File: src/design/rdlm_pkg.sv
// ---------------------------------------------------------------------------
// rdlm_pkg
// Types and constants shared by the reject delay line merger.
// ---------------------------------------------------------------------------
`default_nettype none

package rdlm_pkg;

   localparam int MASK_W   = 4;
   localparam int COUNT_W  = 3;
   localparam int KIND_W   = 2;
   localparam int CSR_IDX_W = 1;
   localparam int CSR_DATA_W = 4;
   localparam int MAX_TAP  = 16;

   typedef logic [MASK_W-1:0] mask_type;

   typedef enum logic [KIND_W-1:0] {
      KIND_SHORT   = 2'd0,
      KIND_LONG    = 2'd1,
      KIND_PUSH    = 2'd2,
      KIND_CONTROL = 2'd3
   } kind_type;

   typedef enum logic [CSR_IDX_W-1:0] {
      CSR_INTERVAL = 1'b0,
      CSR_ENABLE   = 1'b1
   } csr_index_type;

   // shift request into the delay line
   typedef struct packed {
      logic     shift;
      mask_type fill;
   } line_ctrl_type;

   // tap and the two entries below it, before any shift
   typedef struct packed {
      mask_type tap;
      mask_type prev1;
      mask_type prev2;
   } line_tap_type;

endpackage

`default_nettype wire

File: src/design/rdlm_ifs.sv
// ---------------------------------------------------------------------------
// rdlm request / response channels
// Valid/ready channels carrying one request word and one response word.
// ---------------------------------------------------------------------------
`default_nettype none

interface rdlm_req_if;
   logic                        valid;
   logic                        ready;
   logic [rdlm_pkg::KIND_W-1:0] kind;
   logic                        station;
   rdlm_pkg::mask_type          temp_result;

   modport source (output valid, output kind, output station, output temp_result,
                   input ready);
   modport sink   (input valid, input kind, input station, input temp_result,
                   output ready);
endinterface

interface rdlm_rsp_if;
   logic                         valid;
   logic                         ready;
   rdlm_pkg::mask_type           reject_mask;
   logic [rdlm_pkg::COUNT_W-1:0] bad_count;
   logic                         sent;

   modport source (output valid, output reject_mask, output bad_count, output sent,
                   input ready);
   modport sink   (input valid, input reject_mask, input bad_count, input sent,
                   output ready);
endinterface

`default_nettype wire

File: src/design/rdlm_delay_line.sv
// ---------------------------------------------------------------------------
// rdlm_delay_line
// Variable-length shift line of reject masks with a tap window read.
// ---------------------------------------------------------------------------
`default_nettype none

module rdlm_delay_line #(
   parameter int LINE_LEN = 16,
   localparam int POS_W   = $clog2(LINE_LEN)
) (
   input  wire                          clock,
   input  wire                          reset,
   input  wire [POS_W-1:0]              pos,
   input  rdlm_pkg::line_ctrl_type      ctrl,
   output rdlm_pkg::line_tap_type       taps
);
   import rdlm_pkg::*;

   mask_type     line_ff  [LINE_LEN];
   mask_type     line_in  [LINE_LEN];
   line_tap_type window   [LINE_LEN];

   for (genvar g = 0; g < LINE_LEN; g++) begin : g_entry
      if (g == 0) begin : g_head
         assign line_in[g] = ctrl.shift ? ctrl.fill : line_ff[g];
         assign window[g]  = '{tap: line_ff[g], prev1: '0, prev2: '0};
      end else if (g == 1) begin : g_second
         localparam logic [POS_W-1:0] IDX = POS_W'(g);
         assign line_in[g] = (ctrl.shift && IDX <= pos) ? line_ff[g-1] : line_ff[g];
         assign window[g]  = '{tap: line_ff[g], prev1: line_ff[g-1], prev2: '0};
      end else begin : g_rest
         localparam logic [POS_W-1:0] IDX = POS_W'(g);
         assign line_in[g] = (ctrl.shift && IDX <= pos) ? line_ff[g-1] : line_ff[g];
         assign window[g]  = '{tap: line_ff[g], prev1: line_ff[g-1], prev2: line_ff[g-2]};
      end

      always_ff @(posedge clock) begin
         if (reset) begin
            line_ff[g] <= '0;
         end else begin
            line_ff[g] <= line_in[g];
         end
      end
   end

   assign taps = window[pos];

endmodule

`default_nettype wire

File: src/design/reject_delay_line_merger.sv
// ---------------------------------------------------------------------------
// reject_delay_line_merger
// Merges station defect masks through a reject delay line into valve words.
// ---------------------------------------------------------------------------
// Usage:
//   req_ch  : request words (kind, station, temp_result), valid/ready.
//   rsp_ch  : one response word (reject_mask, bad_count, sent) per control
//             request; merge and push requests give no response.
//   csr_*   : write-only port; index 0 interval (tap position), 1 enable.
//             Write only while the block is idle.
// Timing:
//   A request is registered on acceptance in the input register and is
//   processed there; a control response then goes to the response register.
//   One request per clock is sustained unless a control request waits on a
//   stalled response; updates of one request are seen by the next directly.
// Stall:
//   The response register holds while rsp_ch.ready is low; further merge
//   and push requests still flow, a control request waits in the input
//   register and req_ch.ready drops behind it.
// Reset:
//   Synchronous; delay line, pending and previous masks cleared,
//   interval 0, enable 1, both channels empty.
// ---------------------------------------------------------------------------
`default_nettype none

module reject_delay_line_merger #(
   parameter int DELAY_DEPTH = 16
) (
   input  wire                                clock,
   input  wire                                reset,
   rdlm_req_if.sink                           req_ch,
   rdlm_rsp_if.source                         rsp_ch,
   input  wire                                csr_we,
   input  wire [rdlm_pkg::CSR_IDX_W-1:0]      csr_index,
   input  wire [rdlm_pkg::CSR_DATA_W-1:0]     csr_wdata
);
   import rdlm_pkg::*;

   localparam int LINE_LEN = (DELAY_DEPTH < MAX_TAP) ? DELAY_DEPTH : MAX_TAP;
   localparam int POS_W    = $clog2(LINE_LEN);
   localparam logic [CSR_DATA_W-1:0] LAST_POS = CSR_DATA_W'(LINE_LEN - 1);

   // configuration
   logic [CSR_DATA_W-1:0] interval_ff;
   logic                  enable_ff;

   // input register
   logic     s1_valid_ff;
   kind_type s1_kind_ff;
   logic     s1_station_ff;
   mask_type s1_temp_ff;

   // block state
   mask_type pending_ff [2];
   mask_type pending_in [2];
   mask_type prev_ff    [2];
   mask_type prev_in    [2];
   logic     last_ff;
   logic     last_in;

   // response register
   logic               rsp_valid_ff;
   mask_type           rsp_mask_ff;
   logic [COUNT_W-1:0] rsp_count_ff;
   logic               rsp_sent_ff;

   logic               s1_go;
   logic               load_rsp;
   logic [POS_W-1:0]   pos;
   line_ctrl_type      line_ctrl;
   line_tap_type       taps;
   logic               do_shift;
   mask_type           neigh_src;
   mask_type           merged;
   logic [COUNT_W-1:0] merged_count;

   always_ff @(posedge clock) begin
      if (reset) begin
         interval_ff <= '0;
         enable_ff   <= 1'b1;
      end else if (csr_we) begin
         case (csr_index_type'(csr_index))
            CSR_INTERVAL: begin
               interval_ff <= csr_wdata;
            end
            CSR_ENABLE: begin
               enable_ff <= csr_wdata[0];
            end
            default: begin
            end
         endcase
      end
   end

   assign pos = POS_W'((interval_ff > LAST_POS) ? LAST_POS : interval_ff);

   assign s1_go = s1_valid_ff &&
                  (s1_kind_ff != KIND_CONTROL || !rsp_valid_ff || rsp_ch.ready);
   assign req_ch.ready = !s1_valid_ff || s1_go;

   always_ff @(posedge clock) begin
      if (reset) begin
         s1_valid_ff <= 1'b0;
      end else if (req_ch.ready) begin
         s1_valid_ff <= req_ch.valid;
      end
   end

   always_ff @(posedge clock) begin
      if (req_ch.ready && req_ch.valid) begin
         s1_kind_ff    <= kind_type'(req_ch.kind);
         s1_station_ff <= req_ch.station;
         s1_temp_ff    <= req_ch.temp_result;
      end
   end

   rdlm_delay_line #(
      .LINE_LEN (LINE_LEN)
   ) u_line (
      .clock (clock),
      .reset (reset),
      .pos   (pos),
      .ctrl  (line_ctrl),
      .taps  (taps)
   );

   // control merge; neighbour read after the line has shifted
   assign do_shift     = (s1_station_ff == last_ff);
   assign neigh_src    = do_shift ? taps.prev2 : taps.prev1;
   assign merged       = pending_ff[s1_station_ff] | {taps.tap[MASK_W-2:0], 1'b0}
                         | {{(MASK_W-1){1'b0}}, neigh_src[MASK_W-1]};
   assign merged_count = COUNT_W'(merged[0]) + COUNT_W'(merged[1])
                         + COUNT_W'(merged[2]) + COUNT_W'(merged[3]);

   always_comb begin
      pending_in = pending_ff;
      prev_in    = prev_ff;
      last_in    = last_ff;
      line_ctrl  = '{shift: 1'b0, fill: '0};
      load_rsp   = 1'b0;
      if (s1_go) begin
         case (s1_kind_ff)
            KIND_SHORT: begin
               pending_in[s1_station_ff] = {prev_ff[s1_station_ff][MASK_W-2:0], 1'b0}
                                           | s1_temp_ff;
            end
            KIND_LONG: begin
               pending_in[s1_station_ff] = pending_ff[s1_station_ff]
                                           | {{(MASK_W-1){1'b0}}, s1_temp_ff[MASK_W-1]};
               prev_in[s1_station_ff]    = s1_temp_ff;
            end
            KIND_PUSH: begin
               if (s1_station_ff) begin
                  line_ctrl     = '{shift: 1'b1, fill: pending_ff[1]};
                  pending_in[1] = '0;
                  last_in       = 1'b1;
               end
            end
            KIND_CONTROL: begin
               line_ctrl = '{shift: do_shift, fill: '0};
               last_in   = 1'b0;
               load_rsp  = 1'b1;
            end
            default: begin
            end
         endcase
      end
   end

   always_ff @(posedge clock) begin
      if (reset) begin
         pending_ff[0] <= '0;
         pending_ff[1] <= '0;
         prev_ff[0]    <= '0;
         prev_ff[1]    <= '0;
         last_ff       <= 1'b0;
      end else begin
         pending_ff <= pending_in;
         prev_ff    <= prev_in;
         last_ff    <= last_in;
      end
   end

   always_ff @(posedge clock) begin
      if (reset) begin
         rsp_valid_ff <= 1'b0;
      end else if (load_rsp) begin
         rsp_valid_ff <= 1'b1;
      end else if (rsp_ch.ready) begin
         rsp_valid_ff <= 1'b0;
      end
   end

   always_ff @(posedge clock) begin
      if (load_rsp) begin
         rsp_mask_ff  <= enable_ff ? merged : '0;
         rsp_count_ff <= merged_count;
         rsp_sent_ff  <= enable_ff;
      end
   end

   assign rsp_ch.valid       = rsp_valid_ff;
   assign rsp_ch.reject_mask = rsp_mask_ff;
   assign rsp_ch.bad_count   = rsp_count_ff;
   assign rsp_ch.sent        = rsp_sent_ff;

   // a waiting request keeps its slot and its contents
   a_s1_hold: assert property (@(posedge clock) disable iff (reset)
      s1_valid_ff && !s1_go |=> s1_valid_ff && $stable(s1_kind_ff)
                                && $stable(s1_station_ff) && $stable(s1_temp_ff))
      else $error("input register lost a stalled word");

   // a control request never overwrites an untaken response
   a_no_overwrite: assert property (@(posedge clock) disable iff (reset)
      load_rsp |-> !rsp_valid_ff || rsp_ch.ready)
      else $error("response overwritten while stalled");

   // suppressed responses carry an empty mask
   a_suppressed: assert property (@(posedge clock) disable iff (reset)
      rsp_valid_ff && !rsp_sent_ff |-> rsp_mask_ff == '0)
      else $error("mask leaked while disabled");

   // a push from the second station empties its pending mask
   a_push_clears: assert property (@(posedge clock) disable iff (reset)
      s1_go && s1_kind_ff == KIND_PUSH && s1_station_ff |=> pending_ff[1] == '0 && last_ff)
      else $error("push did not clear pending mask");

   // a control request resets the last-pushed marker
   a_control_marker: assert property (@(posedge clock) disable iff (reset)
      load_rsp |=> !last_ff && rsp_valid_ff)
      else $error("control request left marker set");

endmodule

`default_nettype wire

File: src/flat_wrapper.sv
// flat-port wrapper written by rule: the top's interface ports become plain ports
module reject_delay_line_merger_flat import rdlm_pkg::*;
#(
   parameter int DELAY_DEPTH = 16
)
  (clock, reset, csr_we, csr_index, csr_wdata, req_ch_valid, req_ch_kind, req_ch_station, req_ch_temp_result, req_ch_ready, rsp_ch_valid, rsp_ch_reject_mask, rsp_ch_bad_count, rsp_ch_sent, rsp_ch_ready);
  rdlm_req_if req_ch_i ();
  rdlm_rsp_if rsp_ch_i ();
  input  wire clock;
  input  wire reset;
  input  wire csr_we;
  input  wire [rdlm_pkg::CSR_IDX_W-1:0] csr_index;
  input  wire [rdlm_pkg::CSR_DATA_W-1:0] csr_wdata;
  input wire logic [$bits(req_ch_i.valid)-1:0] req_ch_valid;
  input wire logic [$bits(req_ch_i.kind)-1:0] req_ch_kind;
  input wire logic [$bits(req_ch_i.station)-1:0] req_ch_station;
  input wire logic [$bits(req_ch_i.temp_result)-1:0] req_ch_temp_result;
  output wire logic [$bits(req_ch_i.ready)-1:0] req_ch_ready;
  output wire logic [$bits(rsp_ch_i.valid)-1:0] rsp_ch_valid;
  output wire logic [$bits(rsp_ch_i.reject_mask)-1:0] rsp_ch_reject_mask;
  output wire logic [$bits(rsp_ch_i.bad_count)-1:0] rsp_ch_bad_count;
  output wire logic [$bits(rsp_ch_i.sent)-1:0] rsp_ch_sent;
  input wire logic [$bits(rsp_ch_i.ready)-1:0] rsp_ch_ready;
  assign req_ch_i.valid = req_ch_valid;
  assign req_ch_i.kind = req_ch_kind;
  assign req_ch_i.station = req_ch_station;
  assign req_ch_i.temp_result = req_ch_temp_result;
  assign req_ch_ready = req_ch_i.ready;
  assign rsp_ch_valid = rsp_ch_i.valid;
  assign rsp_ch_reject_mask = rsp_ch_i.reject_mask;
  assign rsp_ch_bad_count = rsp_ch_i.bad_count;
  assign rsp_ch_sent = rsp_ch_i.sent;
  assign rsp_ch_i.ready = rsp_ch_ready;
  reject_delay_line_merger #(.DELAY_DEPTH(DELAY_DEPTH)) u_core (.clock(clock), .reset(reset), .req_ch(req_ch_i), .rsp_ch(rsp_ch_i), .csr_we(csr_we), .csr_index(csr_index), .csr_wdata(csr_wdata));
endmodule
File: config.mk
export PLATFORM = sky130hd
export DESIGN_NAME = reject_delay_line_merger_flat
export DESIGN_NICKNAME = d
export VERILOG_FILES = /design/src/design/rdlm_pkg.sv /design/src/design/rdlm_ifs.sv /design/src/design/rdlm_delay_line.sv /design/src/design/reject_delay_line_merger.sv /design/src/flat_wrapper.sv
export SDC_FILE = /design/constraint.sdc
export NUM_CORES = 1
export LEC_CHECK = 0
export ABC_CLOCK_PERIOD_IN_PS = 2800
export BUFFER_PORTS_ARGS = -buffer_cell sky130_fd_sc_hd__buf_4
export CAP_MARGIN = 30
export CELL_PAD_IN_SITES_DETAIL_PLACEMENT = 1
export CELL_PAD_IN_SITES_GLOBAL_PLACEMENT = 1
export CORE_MARGIN = 5
export CORE_UTILIZATION = 43
export DETAILED_ROUTE_END_ITERATION = 10
export GPL_TIMING_DRIVEN = 0
export PLACE_DENSITY = 0.79
export SLEW_MARGIN = 20
export SYNTH_ARGS = -nofsm -noshare
export SYNTH_HDL_FRONTEND = slang
export SYNTH_SLANG_ARGS = --single-unit
File: constraint.sdc
create_clock -name clock -period 2.8 [get_ports clock]
set_clock_uncertainty 0.15 [all_clocks]
set_input_delay 0.42 -clock clock [delete_from_list [all_inputs] [get_ports clock]]
set_output_delay 0.42 -clock clock [all_outputs]
set_load 0.01 [all_outputs]
== Yosys cells after proc, flatten, opt, wreduce, memory -nomap -nowiden ==
Memories as Yosys holds them, arrays and structs flattened.
Cells that the tools add are included.
Storage, ports and cells
  register bits after elaboration: 39
  logic and storage cells: 164
  bits in writable memories: 64
  input bits: 17
  memories: 1
  output and inout port bits: 10
Memory list
  u_core.u_line.line_ff: words 16, width 4, read ports 16, clocked after Yosys merged registers in 0, write ports 16, line rdlm_delay_line.sv:19  | mask_type line_ff [LINE_LEN];
Operators by class
  add/sub/neg operators: 3
  reductions and logical operators: 34
  bitwise operators: 23
  equal/unequal tests: 6
  order comparisons: 19
  muxes and demuxes: 63
Operator list (count)
  $mux W4: 39
  $bmux W12 S4: 1
  $le A4 B4 Y1 const A: 8
  $bwmux W8: 3
  $mux W11: 2
  $logic_and A1 B1 Y1: 18
  $le A3 B4 Y1 const A: 4
  $or A1 B1 Y1: 16
  $pmux W4 S3: 1
  $mux W5: 2
  $pmux W5 S2: 1
  $mux W3: 3
  $le A2 B4 Y1 const A: 2
  $mux W1: 8
  $or A4 B1 Y4: 2
  $or A4 B4 Y4: 2
  $pmux W4 S2: 1
  $reduce_and A2 Y1: 4
  $add A3 B1 Y3: 2
  $reduce_and A3 Y1: 2
  $reduce_bool A2 Y1: 3
  $ge A5 B5 Y1 const B: 1
  $not A4 Y5: 1
  $demux W4 S1: 1
  other kinds (17): 21

== Depth between registers and ports, before layout ==
  depth after elaboration: 11
  gate-level depth with buffers: 12
  gate-level depth less buffers: 9

== By module ==
Synthesis repeated with hierarchy kept, for this count alone.
Unflattened totals
  cell total of the unflattened synthesis: 564
  area total of the unflattened synthesis: 5750.5 um^2
Modules (own cells, without submodules)
  rdlm_delay_line: sequential area each 1281.2 um^2, instances 1, cells an instance 395, area an instance 3947.5 um^2
  reject_delay_line_merger: sequential area each 890.9 um^2, instances 1, cells an instance 169, area an instance 1803.0 um^2

== Least setup slack after synthesis ==
OpenSTA, ideal clock, no wires.
  kind: reg2reg
  start: register u_core.interval_ff[0]
  end: register u_core.rsp_count_ff[1], in the netlist u_core.rsp_ch.bad_count[1] (data pin)
  cell stages (with the launch flop): 11
  arrival: 2451 ps
  setup time: 261 ps
  setup slack: -62 ps
  cell sequence: dfxtp_1 buf_4 buf_4 mux4_2 a22oi_1 nand3_1 ha_1 inv_1 fa_1 inv_1 ha_1
On the way
  word-level cells in the longest chain between the ends: 11
  elaborated cells between the ends (all ways): 12
  classes of those cells: add/sub: 3; order compare: 1; mux: 5; bitwise: 3
RTL lines
  from (decl): line reject_delay_line_merger.sv:44  | logic [CSR_DATA_W-1:0] interval_ff;
  from (signal assigned): line reject_delay_line_merger.sv:84  | interval_ff <= csr_wdata;
  $gt A4 B4 Y1: line reject_delay_line_merger.sv:95  | assign pos = POS_W'((interval_ff > LAST_POS) ? LAST_POS : interval_ff);
  $mux W4 *: line reject_delay_line_merger.sv:95
  $not A4 Y5 (implied by the code) *: line rdlm_delay_line.sv:46  | assign taps = window[pos];
  $bmux W12 S4 *: line rdlm_delay_line.sv:46
  $mux W11 (implied by the code) * (2 in a row): line rdlm_delay_line.sv:46
  $or A4 B4 Y4 *: line reject_delay_line_merger.sv:130  | assign merged = pending_ff[s1_station_ff] | {taps.tap[MASK_W-2:0], 1'b0}
  $or A4 B1 Y4 *: line reject_delay_line_merger.sv:131  | | {{(MASK_W-1){1'b0}}, neigh_src[MASK_W-1]};
  named net u_core.merged[1]: line reject_delay_line_merger.sv:74  | mask_type merged;
  $add A1 B1 Y2 *: line reject_delay_line_merger.sv:132  | assign merged_count = COUNT_W'(merged[0]) + COUNT_W'(merged[1])
  $add A3 B1 Y3 * (2 in a row): line reject_delay_line_merger.sv:133  | + COUNT_W'(merged[2]) + COUNT_W'(merged[3]);
  named net u_core.merged_count[1]: line reject_delay_line_merger.sv:75  | logic [COUNT_W-1:0] merged_count;
  to (signal assigned): line reject_delay_line_merger.sv:197  | rsp_count_ff <= merged_count;
  to (decl): line reject_delay_line_merger.sv:64  | logic [COUNT_W-1:0] rsp_count_ff;
The timed path passes the listed nets; every way through them passes the cells marked *. The select of a mux whose other input is x is not followed.
A chain may end at the register's enable or synchronous reset.

== Worst setup path after layout ==
  start: register u_core.interval_ff[0]
  end: register u_core.rsp_count_ff[1], in the netlist u_core.rsp_ch.bad_count[1] (data pin)
On the way
  word-level cells in the longest chain between the ends: 11
  elaborated cells between the ends (all ways): 12
  classes of those cells: add/sub: 3; order compare: 1; mux: 5; bitwise: 3
RTL lines
  $gt A4 B4 Y1: line reject_delay_line_merger.sv:95
  $mux W4 *: line reject_delay_line_merger.sv:95
  $not A4 Y5 (implied by the code) *: line rdlm_delay_line.sv:46
  $bmux W12 S4 *: line rdlm_delay_line.sv:46
  $mux W11 (implied by the code) * (2 in a row): line rdlm_delay_line.sv:46
  $mux W4 *: line reject_delay_line_merger.sv:129  | assign neigh_src = do_shift ? taps.prev2 : taps.prev1;
  $or A4 B1 Y4 *: line reject_delay_line_merger.sv:131
  named net u_core.merged[0]: line reject_delay_line_merger.sv:74
  $add A1 B1 Y2 *: line reject_delay_line_merger.sv:132
  $add A3 B1 Y3 * (2 in a row): line reject_delay_line_merger.sv:133
  named net u_core.merged_count[1]: line reject_delay_line_merger.sv:75
Marked as above.

==> results.toml <==
[min_path]
worstHoldPathType = "input pin to flip-flop"

[route]
firstDrtPassIters = 5
via_per_inst = 5.99
drc = 0
vias = 4140
initialDrtViolationCount = 259
detail-route-antenna-nets = 0
wl_per_cell_um = 20.7
wirelength_um = 14300

[setup_path]
critPathKind = "flip-flop to flip-flop"
crit_arrival_ns = 2.79
end_kind = "flip-flop"
cp_max_fo = 8
crit_required_ns = 2.76
cp-start-kind = "flip-flop"

[yosys]
synth-edff-count = 15
synth_top_flop_cell = "dfxtp_1"
synth_top_family_by_area = "simple AND/OR/NAND/NOR gates"
synthDistinctLibCells = 56
synthCells = 500
ys_seq_elements = 100
yosys.area_share.simple = 0.185
synth_xor_area_frac = 0
synth-adder-area-share = 0.0217
synthMuxAreaShare = 0.177
synth.net_count = 525
yosysTopAreaCell = "dfxtp_1"
synth.top_cell.area_share = 0.343
yosys-top-cells-area = "dfxtp_1, mux2i_1, edfxtp_1"
ys_seq_area_frac = 0.433
ys_warn_count = 0
netlist_area_um2 = 4970
synth-async-reset-ratio = 0
synth-compound-area-share = 0.138
syn_area_per_cell_um2 = 9.93

[power_and_ir_drop]
power.leakage_nw = 2.16
power.density_nw_per_um2 = 507
ir_drop_mv = 0.276

[cts]
clkSinkCount = 100
clk_latency_ns = 0.35
cts_tree = "done"
cts_max_level = 3
numCtsBuffers = 9
clk_pin_slew_ns = 0.07
ctsLongestPathBuffers = 2
clockRootBuffer = "clkbuf_16"

[floorplanning]
fp.dieW_um = 117
ios = 27
num_rows = 39
dieArea_um2 = 13800
start_util = 0.437
dieHeight_um = 117
core_um2 = 11400

[global_routing]
antenna_found_initial = 0
grt_max_degree = 18
gr-total-overflow = 0
grt_pass1_wl_um = 22800
grt_util_all_layers = 0.205
first_global_vias = 4342

[layout]
postLayoutCoreUtil = 0.508
mostFrequentLayoutCells = "dfxtp_1, mux2i_1, nand2b_1"
fin_nets = 569
layout_commonest_cell = "dfxtp_1"
synthToLayoutAreaGrowth_pct = 16.2
fillers = 1272
antenna_cells = 0
drive_gt1_frac = 0.199

[run]
max-cap-violations = 0

[placed_design]
hpwl_um = 10900
io_buffer_count = 26
post-place-ws_ns = -0.396
gp_congestion = 0.876

[timing]
grt_setup_unrepaired = "yes"
tightestPinTransition_ns = 0.936
period_minus_slack_ns = 2.83
layout_worst_path_cycle_share = 1.01
fmax_mhz = 354
slew_violations = 0
max_slew_margin = 0.366
setup_violations = 1
final_hold_viol_count = 0
layout_setup_ws_ns = -0.0283

[outcome]
violations = "setup timing"
status = "complete, but fails checks"
-- cell type report --
cell class	instances	area, µm²	share of cell area
timing repair buffer	33	248	0.0429
tap	143	179	0.0310
multi-input combinational	352	2630	0.456
buffer	37	243	0.0421
clock inverter	6	48.8	0.00846
clock buffer	9	225	0.0390
inverter	11	41.3	0.00716
sequential	100	2150	0.373
-- sequential cells by signal, summed over array words and instances, names as in the netlist --
| signal | flops |
|---|---|
| u_core.prev_ff | 6 |
| u_core.rsp_ch.sent | 1 |
| u_core.interval_ff | 4 |
| u_core.last_ff | 1 |
| u_core.enable_ff | 1 |
| u_core.u_line.line_ff | 63 |
| u_core.rsp_ch.reject_mask | 4 |
| u_core.s1_station_ff | 1 |
| u_core.s1_temp_ff | 4 |
| u_core.rsp_ch.bad_count | 3 |
| u_core.pending_ff | 8 |
| u_core.s1_valid_ff | 1 |
| u_core.rsp_ch.valid | 1 |
| u_core.s1_kind_ff | 2 |
-- worst paths after layout --
kind | start | to | slack [ns] | cells after the start
worst min register to register | u_core.enable_ff | u_core.rsp_ch.sent | 0.31 | 0
worst max-delay path | u_core.interval_ff[0] | u_core.rsp_ch.bad_count[1] | -0.03 | 10
worst max register to register | u_core.interval_ff[0] | u_core.rsp_ch.bad_count[1] | -0.03 | 10
worst min-delay path | req_ch_temp_result[2] | u_core.s1_temp_ff[2] | 0.09 | 1
-- worst max-delay path, cell delays in order, from the launching register on --
cell	delay, ns
dfxtp_2	0.33
buf_8	0.14
mux4_2	0.50
a22o_1	0.23
a211oi_2	0.20
nor2_1	0.08
ha_1	0.31
inv_2	0.05
fa_2	0.33
inv_2	0.08
ha_4	0.19
-- through the flow --
step | power (mW) | hold WS [ns] | cell area [µm²] | TNS (ns) | std cells
2_1_floorplan | 1.67 | 0.258 | 4990 | 0 | 500
3_3_place_gp | 1.75 | 0.268 | 5360 | -0.650 | 669
3_5_place_dp | 1.76 | 0.304 | 5360 | -0.835 | 669
4_1_cts | 2.93 | 0.0844 | 5750 | 0 | 690
5_1_grt | 3.02 | 0.0849 | 5770 | -0.175 | 691
6_report | 2.92 | 0.0879 | 5770 | -0.0283 | 691
-- kinds of logic (layout without fill, tap and decap cells) --
kind of cell / count (synthesis) / in the layout
AOI/OAI and AO/OA: 115 / 115
buffers and inverters: 48 / 96
and+or+nand+nor: 159 / 159
adders and majority gates: 8 / 8
DFF: 100 / 100
muxes: 70 / 70
-- synthesized netlist by cell type, drive strengths merged (6+ instances only) --
library cell / number
a31oi: 6
buf: 19
or3: 6
a22oi: 6
nand4: 10
mux2i: 52
o21ai: 40
mux4: 14
a21oi: 44
edfxtp: 15
inv: 11
nor2: 25
clkbuf: 18
nand3: 28
nand2b: 42
nand2: 12
ha: 7
dfxtp: 85
-- power by group --
group | switching, mW | internal, mW
registers | 0.0124 | 1.47
clock network | 0.572 | 0.606
logic | 0.159 | 0.104
total | 0.743 | 2.18
-- layer usage --
metal / vias up / track usage / wire [µm]
met5: - / 0 / 0
met4: 0 / 0.0674 / 328
met1: 2074 / 0.239 / 5770
met3: 25 / 0.0466 / 769
li1: 1926 / - / -
met2: 115 / 0.368 / 7420
-- what timing repair did --
action | in CTS | in global routing
buffers inserted | 6 | 1
endpoints found under the setup margin | 3 | 2
hold buffers | 0 | 0
gates resized for setup | 21 | 5
pin swaps | 8 | 2
No activity file was read; power rests on OpenSTA's default activity.
